`src/hw/rtl/tbfs_pkg.sv`:
```
// shared types and constants for the text / binary format sniffer
package tbfs_pkg;

    localparam int TBFS_COUNT_WIDTH = 17;
    localparam int TBFS_LIMIT_WIDTH = 17;
    localparam logic [TBFS_LIMIT_WIDTH-1:0] TBFS_LIMIT_RESET = 17'd32768;

    localparam logic [7:0] CH_NUL = 8'h00;
    localparam logic [7:0] CH_TAB = 8'h09;
    localparam logic [7:0] CH_LF  = 8'h0A;
    localparam logic [7:0] CH_CR  = 8'h0D;
    localparam logic [7:0] CH_SPC = 8'h20;
    localparam logic [7:0] CH_DEL = 8'h7F;
    localparam logic [7:0] CH_E   = 8'h45;
    localparam logic [7:0] CH_L   = 8'h4C;
    localparam logic [7:0] CH_F   = 8'h46;
    localparam logic [7:0] CH_M   = 8'h4D;
    localparam logic [7:0] CH_Z   = 8'h5A;
    localparam logic [7:0] CH_P   = 8'h50;
    localparam logic [7:0] CH_K   = 8'h4B;
    localparam logic [7:0] CH_ETX = 8'h03;
    localparam logic [7:0] CH_EOT = 8'h04;

    localparam int TBFS_PCT_SCALE  = 100;
    localparam int TBFS_ZERO_PCT   = 2;
    localparam int TBFS_CTRL_PCT   = 11;
    localparam int TBFS_HEAD_BYTES = 4;

    typedef enum logic [2:0] {
        FMT_DOS  = 3'd0,
        FMT_UNIX = 3'd1,
        FMT_MAC  = 3'd2,
        FMT_BIN  = 3'd3,
        FMT_ELF  = 3'd4,
        FMT_PE   = 3'd5,
        FMT_ZIP  = 3'd6
    } t_fmt;

    localparam logic [6:0] CONF_100 = 7'd100;
    localparam logic [6:0] CONF_90  = 7'd90;
    localparam logic [6:0] CONF_80  = 7'd80;
    localparam logic [6:0] CONF_70  = 7'd70;
    localparam logic [6:0] CONF_50  = 7'd50;

    typedef struct packed {
        logic       seen_crlf;
        logic       seen_lf;
        logic       lone_cr;
        logic       few;
        logic [7:0] head0;
        logic [7:0] head1;
        logic [7:0] head2;
        logic [7:0] head3;
    } t_snap;

endpackage

```
`src/hw/rtl/tbfs_accum.sv`:
```
// per-byte counters, line ending flags and head capture for the sniffer
module tbfs_accum import tbfs_pkg::*; #(
    parameter int COUNT_WIDTH = TBFS_COUNT_WIDTH
) (
    input  logic                        i_clk,
    input  logic                        i_rst_n,
    input  logic                        i_go,
    input  logic [7:0]                  i_data_byte,
    input  logic                        i_is_last,
    input  logic [TBFS_LIMIT_WIDTH-1:0] i_byte_limit,
    output logic [COUNT_WIDTH-1:0]      o_byte_count,
    output logic [COUNT_WIDTH-1:0]      o_zero_count,
    output logic [COUNT_WIDTH-1:0]      o_control_count,
    output t_snap                       o_snap
);

    localparam int CMP_W = (COUNT_WIDTH > TBFS_LIMIT_WIDTH) ? COUNT_WIDTH : TBFS_LIMIT_WIDTH;

    logic [COUNT_WIDTH-1:0] r_byte_count, r_zero_count, r_control_count;
    logic [COUNT_WIDTH-1:0] n_byte_count, n_zero_count, n_control_count;
    logic                   r_prev_cr, r_crlf, r_lf, r_lone_cr;
    logic                   n_prev_cr, n_crlf, n_lf, n_lone_cr;
    logic [7:0]             r_head [TBFS_HEAD_BYTES];
    logic [7:0]             n_head [TBFS_HEAD_BYTES];
    logic                   take;
    logic                   is_ctrl;

    assign take = (CMP_W'(r_byte_count) < CMP_W'(i_byte_limit)) && (r_byte_count != '1);
    assign is_ctrl = (i_data_byte < CH_SPC) && (i_data_byte != CH_TAB)
                     && (i_data_byte != CH_LF) && (i_data_byte != CH_CR);

    always_comb begin
        n_byte_count    = r_byte_count;
        n_zero_count    = r_zero_count;
        n_control_count = r_control_count;
        n_prev_cr       = r_prev_cr;
        n_crlf          = r_crlf;
        n_lf            = r_lf;
        n_lone_cr       = r_lone_cr;
        for (int k = 0; k < TBFS_HEAD_BYTES; k++) begin
            n_head[k] = r_head[k];
        end
        if (take) begin
            if (r_byte_count < COUNT_WIDTH'(TBFS_HEAD_BYTES)) begin
                n_head[r_byte_count[1:0]] = i_data_byte;
            end
            n_byte_count = r_byte_count + 1'b1;
            if (i_data_byte == CH_NUL) begin
                n_zero_count = r_zero_count + 1'b1;
            end
            if (is_ctrl) begin
                n_control_count = r_control_count + 1'b1;
            end
            if (i_data_byte == CH_LF) begin
                n_lf = 1'b1;
                if (r_prev_cr) begin
                    n_crlf = 1'b1;
                end
            end else if (r_prev_cr) begin
                n_lone_cr = 1'b1;
            end
            n_prev_cr = (i_data_byte == CH_CR);
        end
    end

    assign o_byte_count    = n_byte_count;
    assign o_zero_count    = n_zero_count;
    assign o_control_count = n_control_count;

    always_comb begin
        o_snap.seen_crlf = n_crlf;
        o_snap.seen_lf   = n_lf;
        o_snap.lone_cr   = n_lone_cr || n_prev_cr;
        o_snap.few       = n_byte_count < COUNT_WIDTH'(TBFS_HEAD_BYTES);
        o_snap.head0     = n_head[0];
        o_snap.head1     = n_head[1];
        o_snap.head2     = n_head[2];
        o_snap.head3     = n_head[3];
    end

    always_ff @(posedge i_clk) begin
        if (!i_rst_n || (i_go && i_is_last)) begin
            r_byte_count    <= '0;
            r_zero_count    <= '0;
            r_control_count <= '0;
            r_prev_cr       <= 1'b0;
            r_crlf          <= 1'b0;
            r_lf            <= 1'b0;
            r_lone_cr       <= 1'b0;
            for (int k = 0; k < TBFS_HEAD_BYTES; k++) begin
                r_head[k] <= '0;
            end
        end else if (i_go) begin
            r_byte_count    <= n_byte_count;
            r_zero_count    <= n_zero_count;
            r_control_count <= n_control_count;
            r_prev_cr       <= n_prev_cr;
            r_crlf          <= n_crlf;
            r_lf            <= n_lf;
            r_lone_cr       <= n_lone_cr;
            for (int k = 0; k < TBFS_HEAD_BYTES; k++) begin
                r_head[k] <= n_head[k];
            end
        end
    end

endmodule

```
`src/hw/rtl/tbfs_classify.sv`:
```
// binary density test and format decision from a captured snapshot
module tbfs_classify import tbfs_pkg::*; #(
    parameter int COUNT_WIDTH = TBFS_COUNT_WIDTH
) (
    input  logic [COUNT_WIDTH-1:0] i_byte_count,
    input  logic [COUNT_WIDTH-1:0] i_zero_count,
    input  logic [COUNT_WIDTH-1:0] i_control_count,
    input  t_snap                  i_snap,
    output t_fmt                   o_format,
    output logic [6:0]             o_confidence
);

    localparam int MW = COUNT_WIDTH + 7;

    logic [MW-1:0] zero_scaled, ctrl_scaled, cnt_zero, cnt_ctrl;
    logic          binary;

    assign zero_scaled = MW'(i_zero_count) * MW'(TBFS_PCT_SCALE);
    assign ctrl_scaled = MW'(i_control_count) * MW'(TBFS_PCT_SCALE);
    assign cnt_zero    = MW'(i_byte_count) * MW'(TBFS_ZERO_PCT);
    assign cnt_ctrl    = MW'(i_byte_count) * MW'(TBFS_CTRL_PCT);
    assign binary      = (zero_scaled >= cnt_zero) || (ctrl_scaled >= cnt_ctrl);

    always_comb begin
        if (binary) begin
            if (i_snap.few) begin
                o_format = FMT_BIN;  o_confidence = CONF_50;
            end else if (i_snap.head0 == CH_DEL && i_snap.head1 == CH_E
                         && i_snap.head2 == CH_L && i_snap.head3 == CH_F) begin
                o_format = FMT_ELF;  o_confidence = CONF_100;
            end else if (i_snap.head0 == CH_M && i_snap.head1 == CH_Z) begin
                o_format = FMT_PE;   o_confidence = CONF_90;
            end else if (i_snap.head0 == CH_P && i_snap.head1 == CH_K
                         && i_snap.head2 == CH_ETX && i_snap.head3 == CH_EOT) begin
                o_format = FMT_ZIP;  o_confidence = CONF_90;
            end else begin
                o_format = FMT_BIN;  o_confidence = CONF_70;
            end
        end else if (i_snap.seen_crlf) begin
            o_format = FMT_DOS;  o_confidence = CONF_90;
        end else if (i_snap.seen_lf) begin
            o_format = FMT_UNIX; o_confidence = CONF_90;
        end else if (i_snap.lone_cr) begin
            o_format = FMT_MAC;  o_confidence = CONF_80;
        end else begin
            o_format = FMT_UNIX; o_confidence = CONF_50;
        end
    end

endmodule

```
`src/hw/rtl/text_binary_format_sniffer.sv`:
```
// top level of the text / binary format sniffer
// throughput: one byte per cycle while o_stall is low; a last byte stalls while the snapshot cannot advance
// the last byte passes the input register, the snapshot and the result register on its way to o_valid
// a result waiting on i_stall blocks a following last byte only after the snapshot fills
// synchronous active-low reset clears all counters, flags and valids
// reset sets byte_limit to 32768
module text_binary_format_sniffer import tbfs_pkg::*; #(
    parameter int COUNT_WIDTH = TBFS_COUNT_WIDTH
) (
    input  logic                        i_clk,
    input  logic                        i_rst_n,
    input  logic                        i_valid,
    output logic                        o_stall,
    input  logic [7:0]                  i_data_byte,
    input  logic                        i_is_last,
    output logic                        o_valid,
    input  logic                        i_stall,
    output logic [2:0]                  o_format_code,
    output logic [6:0]                  o_confidence_pct,
    input  logic                        i_cfg_valid,
    output logic                        o_cfg_ready,
    input  logic [TBFS_LIMIT_WIDTH-1:0] i_cfg_byte_limit
);

    logic [TBFS_LIMIT_WIDTH-1:0] r_byte_limit;

    logic       r_a_valid, r_a_last;
    logic [7:0] r_a_byte;
    logic       r_b_valid, r_c_valid;
    logic       a_go, b_go, accept;

    logic [COUNT_WIDTH-1:0] u_byte_count, u_zero_count, u_control_count;
    t_snap                  u_snap;

    logic [COUNT_WIDTH-1:0] r_b_byte_count, r_b_zero_count, r_b_control_count;
    t_snap                  r_b_snap;

    t_fmt       c_format;
    logic [6:0] c_confidence;
    logic [2:0] r_c_format;
    logic [6:0] r_c_confidence;

    assign o_cfg_ready = 1'b1;

    always_ff @(posedge i_clk) begin
        if (!i_rst_n) begin
            r_byte_limit <= TBFS_LIMIT_RESET;
        end else if (i_cfg_valid && o_cfg_ready) begin
            r_byte_limit <= i_cfg_byte_limit;
        end
    end

    // handshake and stage advance
    assign b_go    = r_b_valid && (!r_c_valid || !i_stall);
    assign a_go    = r_a_valid && (!r_a_last || !r_b_valid || b_go);
    assign o_stall = r_a_valid && !a_go;
    assign accept  = i_valid && !o_stall;

    always_ff @(posedge i_clk) begin
        if (!i_rst_n) begin
            r_a_valid <= 1'b0;
            r_b_valid <= 1'b0;
            r_c_valid <= 1'b0;
        end else begin
            if (accept) begin
                r_a_valid <= 1'b1;
            end else if (a_go) begin
                r_a_valid <= 1'b0;
            end
            if (a_go && r_a_last) begin
                r_b_valid <= 1'b1;
            end else if (b_go) begin
                r_b_valid <= 1'b0;
            end
            if (b_go) begin
                r_c_valid <= 1'b1;
            end else if (!i_stall) begin
                r_c_valid <= 1'b0;
            end
        end
    end

    always_ff @(posedge i_clk) begin
        if (accept) begin
            r_a_byte <= i_data_byte;
            r_a_last <= i_is_last;
        end
    end

    tbfs_accum #(
        .COUNT_WIDTH (COUNT_WIDTH)
    ) u_accum (
        .i_clk           (i_clk),
        .i_rst_n         (i_rst_n),
        .i_go            (a_go),
        .i_data_byte     (r_a_byte),
        .i_is_last       (r_a_last),
        .i_byte_limit    (r_byte_limit),
        .o_byte_count    (u_byte_count),
        .o_zero_count    (u_zero_count),
        .o_control_count (u_control_count),
        .o_snap          (u_snap)
    );

    // snapshot of the finished transaction
    always_ff @(posedge i_clk) begin
        if (a_go && r_a_last) begin
            r_b_byte_count    <= u_byte_count;
            r_b_zero_count    <= u_zero_count;
            r_b_control_count <= u_control_count;
            r_b_snap          <= u_snap;
        end
    end

    tbfs_classify #(
        .COUNT_WIDTH (COUNT_WIDTH)
    ) u_classify (
        .i_byte_count    (r_b_byte_count),
        .i_zero_count    (r_b_zero_count),
        .i_control_count (r_b_control_count),
        .i_snap          (r_b_snap),
        .o_format        (c_format),
        .o_confidence    (c_confidence)
    );

    always_ff @(posedge i_clk) begin
        if (b_go) begin
            r_c_format     <= c_format;
            r_c_confidence <= c_confidence;
        end
    end

    assign o_valid          = r_c_valid;
    assign o_format_code    = r_c_format;
    assign o_confidence_pct = r_c_confidence;

endmodule

```
`config.mk`:
```
export PLATFORM = sky130hd
export DESIGN_NAME = text_binary_format_sniffer
export DESIGN_NICKNAME = d
export VERILOG_FILES = /design/src/hw/rtl/tbfs_pkg.sv /design/src/hw/rtl/tbfs_accum.sv /design/src/hw/rtl/tbfs_classify.sv /design/src/hw/rtl/text_binary_format_sniffer.sv
export SDC_FILE = /design/constraint.sdc
export NUM_CORES = 1
export LEC_CHECK = 0
export BUFFER_PORTS_ARGS = -buffer_cell sky130_fd_sc_hd__buf_2
export CORE_MARGIN = 2
export CORE_UTILIZATION = 69
export CTS_CLUSTER_DIAMETER = 200
export CTS_CLUSTER_SIZE = 16
export DETAILED_ROUTE_END_ITERATION = 12
export PLACE_DENSITY = 0.89
export SYNTH_ARGS = -nofsm -noshare
export SYNTH_HDL_FRONTEND = slang
export SYNTH_SLANG_ARGS = --single-unit
```
`constraint.sdc`:
```
create_clock -name i_clk -period 17.2 [get_ports i_clk]
set_input_delay 3.44 -clock i_clk [delete_from_list [all_inputs] [get_ports i_clk]]
set_output_delay 3.44 -clock i_clk [all_outputs]
set_load 0.05 [all_outputs]
```
# Yosys cells after proc, flatten, opt, wreduce, memory -nomap -nowiden
# Memories as Yosys holds them, arrays and structs flattened.
# Index checks and enable logic that the tools add are counted.
[classes] n_bitwise=5 n_mux=50 addsub=3 n_reduce_logical=33 eq_ne=17 n_mul=3 n_lt_le_gt_ge=8
[op_table] cell="17-bit two-way mux" n=5
[op_table] cell="8-bit by 7-bit equality test with 1-bit output, second input constant" n=8
[op_table] cell="32-bit two-way mux" n=2
[op_table] cell="17-bit by 1-bit adder with 17-bit output, second input constant" n=3
[op_table] cell="7-bit two-way mux" n=7
[op_table] cell="17-bit by 5-bit multiplier with 22-bit output, second input constant" n=2
[op_table] cell="8-bit two-way mux" n=5
[op_table] cell="17-bit by 3-bit < comparator with 1-bit output, second input constant" n=2
[op_table] cell="32-bit bitwise mux" n=1
[op_table] cell="24-bit by 18-bit >= comparator with 1-bit output" n=1
[op_table] cell="24-bit by 21-bit >= comparator with 1-bit output" n=1
[op_table] cell="8-bit by 4-bit inequality test with 1-bit output, second input constant" n=3
[op_table] cell="17-bit by 4-bit multiplier with 21-bit output, second input constant" n=1
[op_table] cell="3-bit two-way mux" n=7
[op_table] cell="1-bit two-way mux" n=20
[op_table] cell="1-bit logical AND" n=17
[op_table] cell="17-bit < comparator" n=1
[op_table] cell="17-bit inequality test, second input constant" n=1
[op_table] cell="8-bit demux with 2-bit select" n=1
[op_table] cell="8-bit by 4-bit equality test with 1-bit output, second input constant" n=2
[op_table] cell="8-bit by 2-bit equality test with 1-bit output, second input constant" n=1
[op_table] cell="8-bit by 3-bit equality test with 1-bit output, second input constant" n=1
[op_table] cell="8-bit zero test" n=1
[op_table] cell="8-bit by 6-bit < comparator with 1-bit output, second input constant" n=1
[op_table] cell="other kinds (10)" n=25
[word_totals] ram_bits=32 n_memories=1 register_bits=181 wordCells=146 output_inout_bits=13
[memory_table] name="u_accum.r_head" words=4 width=8 read_ports=4 rd_ports_with_merged_regs=0 write_ports=4 line="tbfs_accum.sv:23" rtl="logic [7:0] r_head [TBFS_HEAD_BYTES];"

# Logic depth before layout (Yosys ltp)
# Gate-level depths: netlist of run 1.
[depth] word_depth=10 mapped_depth=24 mapped_depth_nobuf=24

# By module
# Synthesis of run 1 repeated with hierarchy kept, for this count alone.
[hier_totals] hier_cells=1583 hier_area_um2=15796.4
[by_module_without_submodules] mod="tbfs_classify" seq_area_each_um2=0.0 instances=1 cells_per_inst=763 area_per_inst_um2=6100.9
[by_module_without_submodules] mod="tbfs_accum" seq_area_each_um2=2062.0 instances=1 cells_per_inst=640 area_per_inst_um2=5710.5
[by_module_without_submodules] mod="text_binary_format_sniffer" seq_area_each_um2=3583.4 instances=1 cells_per_inst=180 area_per_inst_um2=3985.1

# Worst setup path after synthesis of run 1
# Ideal clock, no wire load.
[synth_timing] path_kind="input to output" startpoint="input i_stall" endpoint="output o_stall" path_stages=3 arrival_ns=4.382 path_buffers=0 slack_ns=9.378 cell_sequence="and3_1 > nand2_1 > nor2_1"
[synth_between] elab_chain_cells=7
[synth_rtl] element="start: declaration" line="text_binary_format_sniffer.sv:17" rtl="input logic i_stall,"
[synth_rtl] element="1-bit zero test"
[synth_rtl] element="1-bit logical OR" line="text_binary_format_sniffer.sv:54" rtl="assign b_go = r_b_valid && (!r_c_valid || !i_stall);"
[synth_rtl] element="1-bit logical AND" line="text_binary_format_sniffer.sv:54"
[synth_rtl] element="1-bit logical OR" line="text_binary_format_sniffer.sv:55" rtl="assign a_go = r_a_valid && (!r_a_last || !r_b_valid || b_go);"
[synth_rtl] element="1-bit logical AND" line="text_binary_format_sniffer.sv:55"
[synth_rtl] element="1-bit zero test" line="text_binary_format_sniffer.sv:56" rtl="assign o_stall = r_a_valid && !a_go;"
[synth_rtl] element="1-bit logical AND" line="text_binary_format_sniffer.sv:56"
[synth_rtl] element="end: declaration" line="text_binary_format_sniffer.sv:13" rtl="output logic o_stall,"
# Every way passes these cells.

# Worst setup path after layout of run 1
# Same ends and word-level chain as after synthesis.

==> flow_metrics.py, run 1 <==
metrics = {
    "setup_path": {
        "crit_family": "simple AND/OR/NAND/NOR gates",
        "end_kind": "output pin",
        "path_common_cell": "buf_2",
        "crit_slowest_cell": "buf_2",
        "critPathMaxStageDelay_ns": 0.30,
        "crit_buf_inv": 2,
        "critical_path_class": "input port to output pin",
        "crit_arrival_ns": 4.26,
        "crit_chain": "buf_2, and3_1, nand2_1, nor2_1, buf_2",
        "worstPathMaxFanout": 3,
        "setup.worst_path.start_class": "input port",
        "cp.required_ns": 13.76,
    },
    "status": {
        "status": "finished, final reports clean",
    },
    "layout": {
        "antenna_cells": 0,
        "drive_gt1_share_pct": 7.09,
        "layout_commonest_cell": "ha_1",
        "fillers": 1454,
        "syn_to_final_growth_pct": 5.72,
        "register_area_um2": 5620,
        "multiInputGateArea_um2": 8880,
        "mostFrequentLayoutCells": "206 x ha_1, 204 x inv_1, 137 x edfxtp_1",
        "fin_nets": 1829,
    },
    "clock_tree": {
        "clk_pin_slew_ns": 0.07,
        "cts_tree": "yes",
        "cts_sinks": 212,
        "cts_root_buf": "clkbuf_16",
        "cts.htree.levels": 1,
        "cts_setup_buffers": 0,
        "clockBufferDepth": 3,
        "cts_buffers": 17,
        "postCtsResizedCells": 0,
        "clk_latency_ns": 0.51,
        "postCtsHoldBufs": 0,
    },
    "routing": {
        "drt_first_pass_iters": 5,
        "drt-wirelength-per-cell_um": 17.3,
        "num_vias": 11300,
        "drcViolationCount": 0,
        "drt_wl_total_um": 31900,
        "viasPerCell": 6.14,
        "antenna_left": 0,
        "detailedRoute.firstIterationViolations": 872,
    },
    "grt": {
        "grt_util_all_layers_pct": 26.9,
        "antenna_found_initial": 0,
        "grt_pass1_vias": 11400,
        "grt_first_pass_wirelength_um": 53300,
        "grt_max_degree": 70,
        "overflow": 0,
    },
    "logic_synthesis": {
        "yosys.area.top_type": "edfxtp_1",
        "synth_edf_count": 137,
        "synthArstFlopShare_pct": 0,
        "syn_inst": 1536,
        "synth_area_leaders": "edfxtp_1 27%, ha_1 17%, dfxtp_1 9.7%, inv_1 5.0%, fa_1 4.9%",
        "syn_nets": 1811,
        "synth.distinct_cells": 84,
        "syn_area_per_cell_um2": 10.1,
        "yosysWarningCount": 0,
        "synth-main-ff-cell": "edfxtp_1",
        "synth_area_um2": 15500,
        "synth_seq_cells": 212,
        "synth_top_area_share_pct": 26.6,
        "ys_seq_area_share_pct": 36.3,
    },
    "min_path": {
        "worstHoldPathType": "flip-flop to flip-flop",
    },
    "placed_design": {
        "portBuffers": 41,
        "dpl.hpwl_um": 23800,
        "place_congestion": 0.881,
    },
    "timing": {
        "period_minus_slack_ns": 7.70,
        "setup_violations": 0,
        "rsz0062_at_grt": "false",
        "whs_ns": 0.462,
        "maxSlewViolCount": 0,
        "fmax_mhz": 130,
        "hold_viol": 0,
        "tightest_slew_ns": 1.23,
        "max_slew_margin_pct": 17.1,
        "setup_tns_ns": 0,
        "min_period_over_period_pct": 44.8,
        "fin_worst_skew_ns": 0.0467,
    },
    "die": {
        "fp.dieH_um": 154,
        "initial_core_util_pct": 70.7,
        "die_area_um2": 23600,
        "core_um2": 21900,
        "io_pins": 44,
        "die_w_um": 154,
        "num_rows": 54,
    },
    "pwr": {
        "ir_drop_v": 0.0000817,
        "power.density_nw_per_um2": 61.3,
        "leakage_nw": 7.55,
        "finalPower_w": 0.00100,
    },
    "job": {
        "drv_cap": 0,
    },
}
layer usage:
metal	vias to the layer above	global-route usage, %	part of all wire (%)
li1	5491	-	-
met1	5404	34.3	42
met2	365	47.5	50
met3	75	3.02	5.1
met4	0	9.61	3.0
met5	-	0	0
cell type report:
cell class              count  share of cell area [%]
well taps                 280                    2.14
multi-input cells        1070                    54.3
clock buffers              28                    2.85
clock inverters             2                   0.153
flip-flops and latches    212                    34.3
inverters                 205                    4.70
repair buffers             48                    1.58
synthesized netlist by cell type (all sizes together) (6+ instances only):
| master | n |
|---|---|
| a21oi | 66 |
| dfxtp | 75 |
| and3 | 23 |
| fa | 38 |
| a211oi | 7 |
| o31ai | 23 |
| or2 | 6 |
| a31oi | 26 |
| mux2i | 27 |
| o21a | 19 |
| a41oi | 6 |
| o211ai | 8 |
| o21ai | 69 |
| a22o | 10 |
| nor3 | 23 |
| xnor2 | 66 |
| ha | 206 |
| nand4 | 20 |
| nor4 | 10 |
| clkbuf | 35 |
| nor2 | 54 |
| nor2b | 35 |
| nand2b | 14 |
| inv | 205 |
| xor2 | 24 |
| and2 | 39 |
| buf | 14 |
| mux2 | 37 |
| nand3 | 50 |
| edfxtp | 137 |
| a21o | 23 |
| nand2 | 63 |
| or3 | 12 |
worst reg2reg max path, stage by stage (launching register included):
cell and delay [ns]:
edfxtp_1 0.46, ha_1 0.33, inv_1 0.06, fa_1 0.50, inv_1 0.04, ha_1 0.24, or4_1 0.50, o22ai_1 0.26
nor2_1 0.09, a211oi_1 0.37, a21oi_1 0.18, a21o_1 0.20, nor2_1 0.11, xor2_1 0.17, ha_1 0.27, a21o_1 0.18
a211o_1 0.32, a2111o_1 0.29, a31oi_1 0.29, o22a_1 0.21, nand4_1 0.14, nor3b_2 0.25, nand4_4 0.26, mux2_1 0.39
state kept, by name, summed over array words and instances, names as in the netlist, 3 cells and up:
register                 cells
r_byte_limit                17
o_confidence_pct             6
r_b_zero_count              17
r_b_snap                    36
o_format_code                3
r_b_byte_count              17
u_accum.r_zero_count        17
r_a_byte                     8
u_accum.r_head              32
u_accum.r_byte_count        17
u_accum.r_control_count     17
r_b_control_count           17
final timing paths:
check / from / end / slack (ns) / depth (start not counted)
worst max-delay path: i_stall / o_stall / 9.50 / 5
worst min-delay path: u_accum.r_crlf / u_accum.r_crlf / 0.46 / 2
worst max register to register: r_b_byte_count[3] / o_confidence_pct[5] / 10.88 / 23
worst min register to register: u_accum.r_crlf / u_accum.r_crlf / 0.46 / 2
metrics by stage:
stage / util (%) / std cells / setup slack (ns) / area, µm²
floorplan: - / 1536 / 9.38 / 15500
global placement: 72.5 / 1815 / 9.54 / 15900
detailed placement: 72.5 / 1815 / 9.50 / 15900
CTS: 74.7 / 1845 / 9.50 / 16400
global route: 74.7 / 1845 / 9.45 / 16400
finish: 74.7 / 1845 / 9.50 / 16400
kinds of logic after synthesis:
| kind of cell | share of synthesized area, % |
|---|---|
| buf+inv | 6.42 |
| flops | 36.3 |
| fa+ha+maj | 21.6 |
| xor+xnor | 5.09 |
| simple gates | 13.7 |
| mux | 4.44 |
| compound gates | 12.5 |
| other cells | 0.0485 |
power by group:
group,switching (W),internal (W)
Combinational,0.0000434,0.0000287
Clock,0.000178,0.000188
Sequential,0.00000892,0.000555
Total,0.000230,0.000772
No activity file was read; power rests on OpenSTA's default activity.
==> inputs of run 2 (changes only) <==
CORE_UTILIZATION = 58   (was 69)
PLACE_DENSITY = 0.8   (was 0.89)
clock period = 6.9 ns   (was 17.2 ns; I/O delays follow)
==> flow_metrics.py, run 2 (same netlist as run 1, synthesis figures left out) <==
metrics = {
    "status": {
        "status": "finished, final reports clean",
    },
    "layout": {
        "fillers": 2127,
        "largest_reg_flops": 36,
        "register_area_um2": 5620,
        "largestRegisters": "r_b_snap (36), u_accum.r_head (32)",
        "fin_nets": 1828,
        "drive_gt1_share_pct": 7.03,
        "multiInputGateArea_um2": 8880,
        "final_cells": 1899,
        "top_register": "r_b_snap",
        "syn_to_final_growth_pct": 6.12,
        "mostFrequentLayoutCells": "206 x ha_1, 204 x inv_1, 137 x edfxtp_1",
        "layout_commonest_cell": "ha_1",
        "final_cell_area_um2": 16400,
        "antenna_cells": 0,
    },
    "die": {
        "fp.dieH_um": 167,
        "io_pins": 44,
        "die_w_um": 167,
        "die_area_um2": 28000,
        "num_rows": 59,
        "initial_core_util_pct": 59.2,
        "core_um2": 26100,
    },
    "routing": {
        "detailedRoute.firstIterationViolations": 708,
        "antenna_left": 0,
        "num_vias": 11200,
        "drt-wirelength-per-cell_um": 16.4,
        "drt_first_pass_iters": 5,
        "drt_wl_total_um": 31100,
        "viasPerCell": 5.87,
        "drcViolationCount": 0,
    },
    "timing": {
        "period_minus_slack_ns": 6.19,
        "hold_viol": 0,
        "min_period_over_period_pct": 89.8,
        "setup_tns_ns": 0,
        "maxSlewViolCount": 0,
        "fmax_mhz": 161,
        "fin_worst_skew_ns": 0.0420,
        "tightest_slew_ns": 1.24,
        "setup_violations": 0,
        "max_slew_margin_pct": 17.0,
        "rsz0062_at_grt": "false",
    },
    "setup_path": {
        "crit_slowest_cell": "or4_1",
        "crit_arrival_ns": 6.44,
        "critPathMaxStageDelay_ns": 0.51,
        "crit_buf_inv": 2,
        "path_common_cell": "ha_1",
        "crit_family": "compound AO/OA/AOI/OAI gates",
        "crit_chain": "ha_1, inv_1, fa_1, inv_1, ha_1, or4_1, o22ai_1, nor2_1, a211oi_1, a21oi_1, a21o_1, nor2_1, xor2_1, ha_1, a21o_1, a211o_1, a2111o_1, a31oi_1, o22a_1, nand4_1, nor3b_2, nand4_4, mux2_1",
        "worstPathMaxFanout": 9,
        "critical_path_class": "flip-flop to flip-flop",
        "end_kind": "flip-flop",
        "setup.worst_path.start_class": "flip-flop",
        "cp.required_ns": 7.14,
    },
    "placed_design": {
        "portBuffers": 41,
        "dp.cells": 1869,
        "dpl.hpwl_um": 23600,
        "place_congestion": 0.889,
        "dpl_cell_area_um2": 15900,
    },
    "clock_tree": {
        "cts_root_buf": "clkbuf_16",
        "cts_buffers": 17,
        "clk_pin_slew_ns": 0.07,
        "clk_latency_ns": 0.51,
        "cts.htree.levels": 1,
        "postCtsHoldBufs": 0,
        "clockBufferDepth": 3,
        "cts_sinks": 212,
        "postCtsResizedCells": 0,
        "cts_setup_buffers": 0,
        "cts_tree": "yes",
    },
    "job": {
        "drv_cap": 0,
    },
    "pwr": {
        "leakage_nw": 7.55,
        "power.density_nw_per_um2": 152,
        "ir_drop_v": 0.000223,
    },
    "min_path": {
        "worstHoldPathType": "flip-flop to flip-flop",
    },
    "grt": {
        "grt_first_pass_wirelength_um": 52600,
        "overflow": 0,
        "grt_util_all_layers_pct": 22.5,
        "antenna_found_initial": 0,
        "grt_pass1_vias": 11100,
        "grt_max_degree": 89,
    },
}
-- run 2: changes by cell type in the layout (fill, tap and decap cells not counted) --
cell	previous run	this run
buf_4	7	6
-- run 2: layout make-up --
type,count,share of cell area (%)
flip-flops and latches,212,34.2
repair buffers,47,1.52
clock buffers,28,2.84
inverters,205,4.69
multi-input cells,1070,54.0
well taps,335,2.55
clock inverters,2,0.152
-- run 2: worst min-delay path, stage by stage, from the launching register on --
cell and delay (ns):
dfxtp_1 0.31, nand2_1 0.06, nand2_1 0.04
-- run 2: metrics by stage --
stage	hold slack, ns	util [%]	setup WS, ns	total power, W
2_1_floorplan	0.423	-	1.34	0.00156
3_3_place_gp	0.433	61.0	0.953	0.00160
3_5_place_dp	0.445	61.0	0.701	0.00161
4_1_cts	0.456	62.8	0.713	0.00251
5_1_grt	0.479	62.8	0.324	0.00258
6_report	0.454	62.8	0.706	0.00250
-- run 2: where the power goes --
group	switching, W	total (W)	internal [W]	leakage, nW
Combinational	0.000107	0.000178	0.0000710	5.30
Clock	0.000443	0.000913	0.000470	0.234
Sequential	0.0000213	0.00140	0.00138	2.01
-- run 2: worst paths after layout --
kind / from / to / slack (ns) / cells after the start
max: r_b_byte_count[4] / o_confidence_pct[5] / 0.71 / 23
min: u_accum.r_crlf / u_accum.r_crlf / 0.45 / 2
max reg2reg: r_b_byte_count[4] / o_confidence_pct[5] / 0.71 / 23
min reg2reg: u_accum.r_crlf / u_accum.r_crlf / 0.45 / 2
-- run 2: routing by layer --
| layer | GRT usage (%) | vias up | wire (µm) |
|---|---|---|---|
| li1 | - | 5489 | - |
| met2 | 39.7 | 229 | 15200 |
| met4 | 6.43 | 0 | 694 |
| met5 | 0 | - | 0 |
| met3 | 2.48 | 55 | 1200 |
| met1 | 29.4 | 5381 | 14000 |
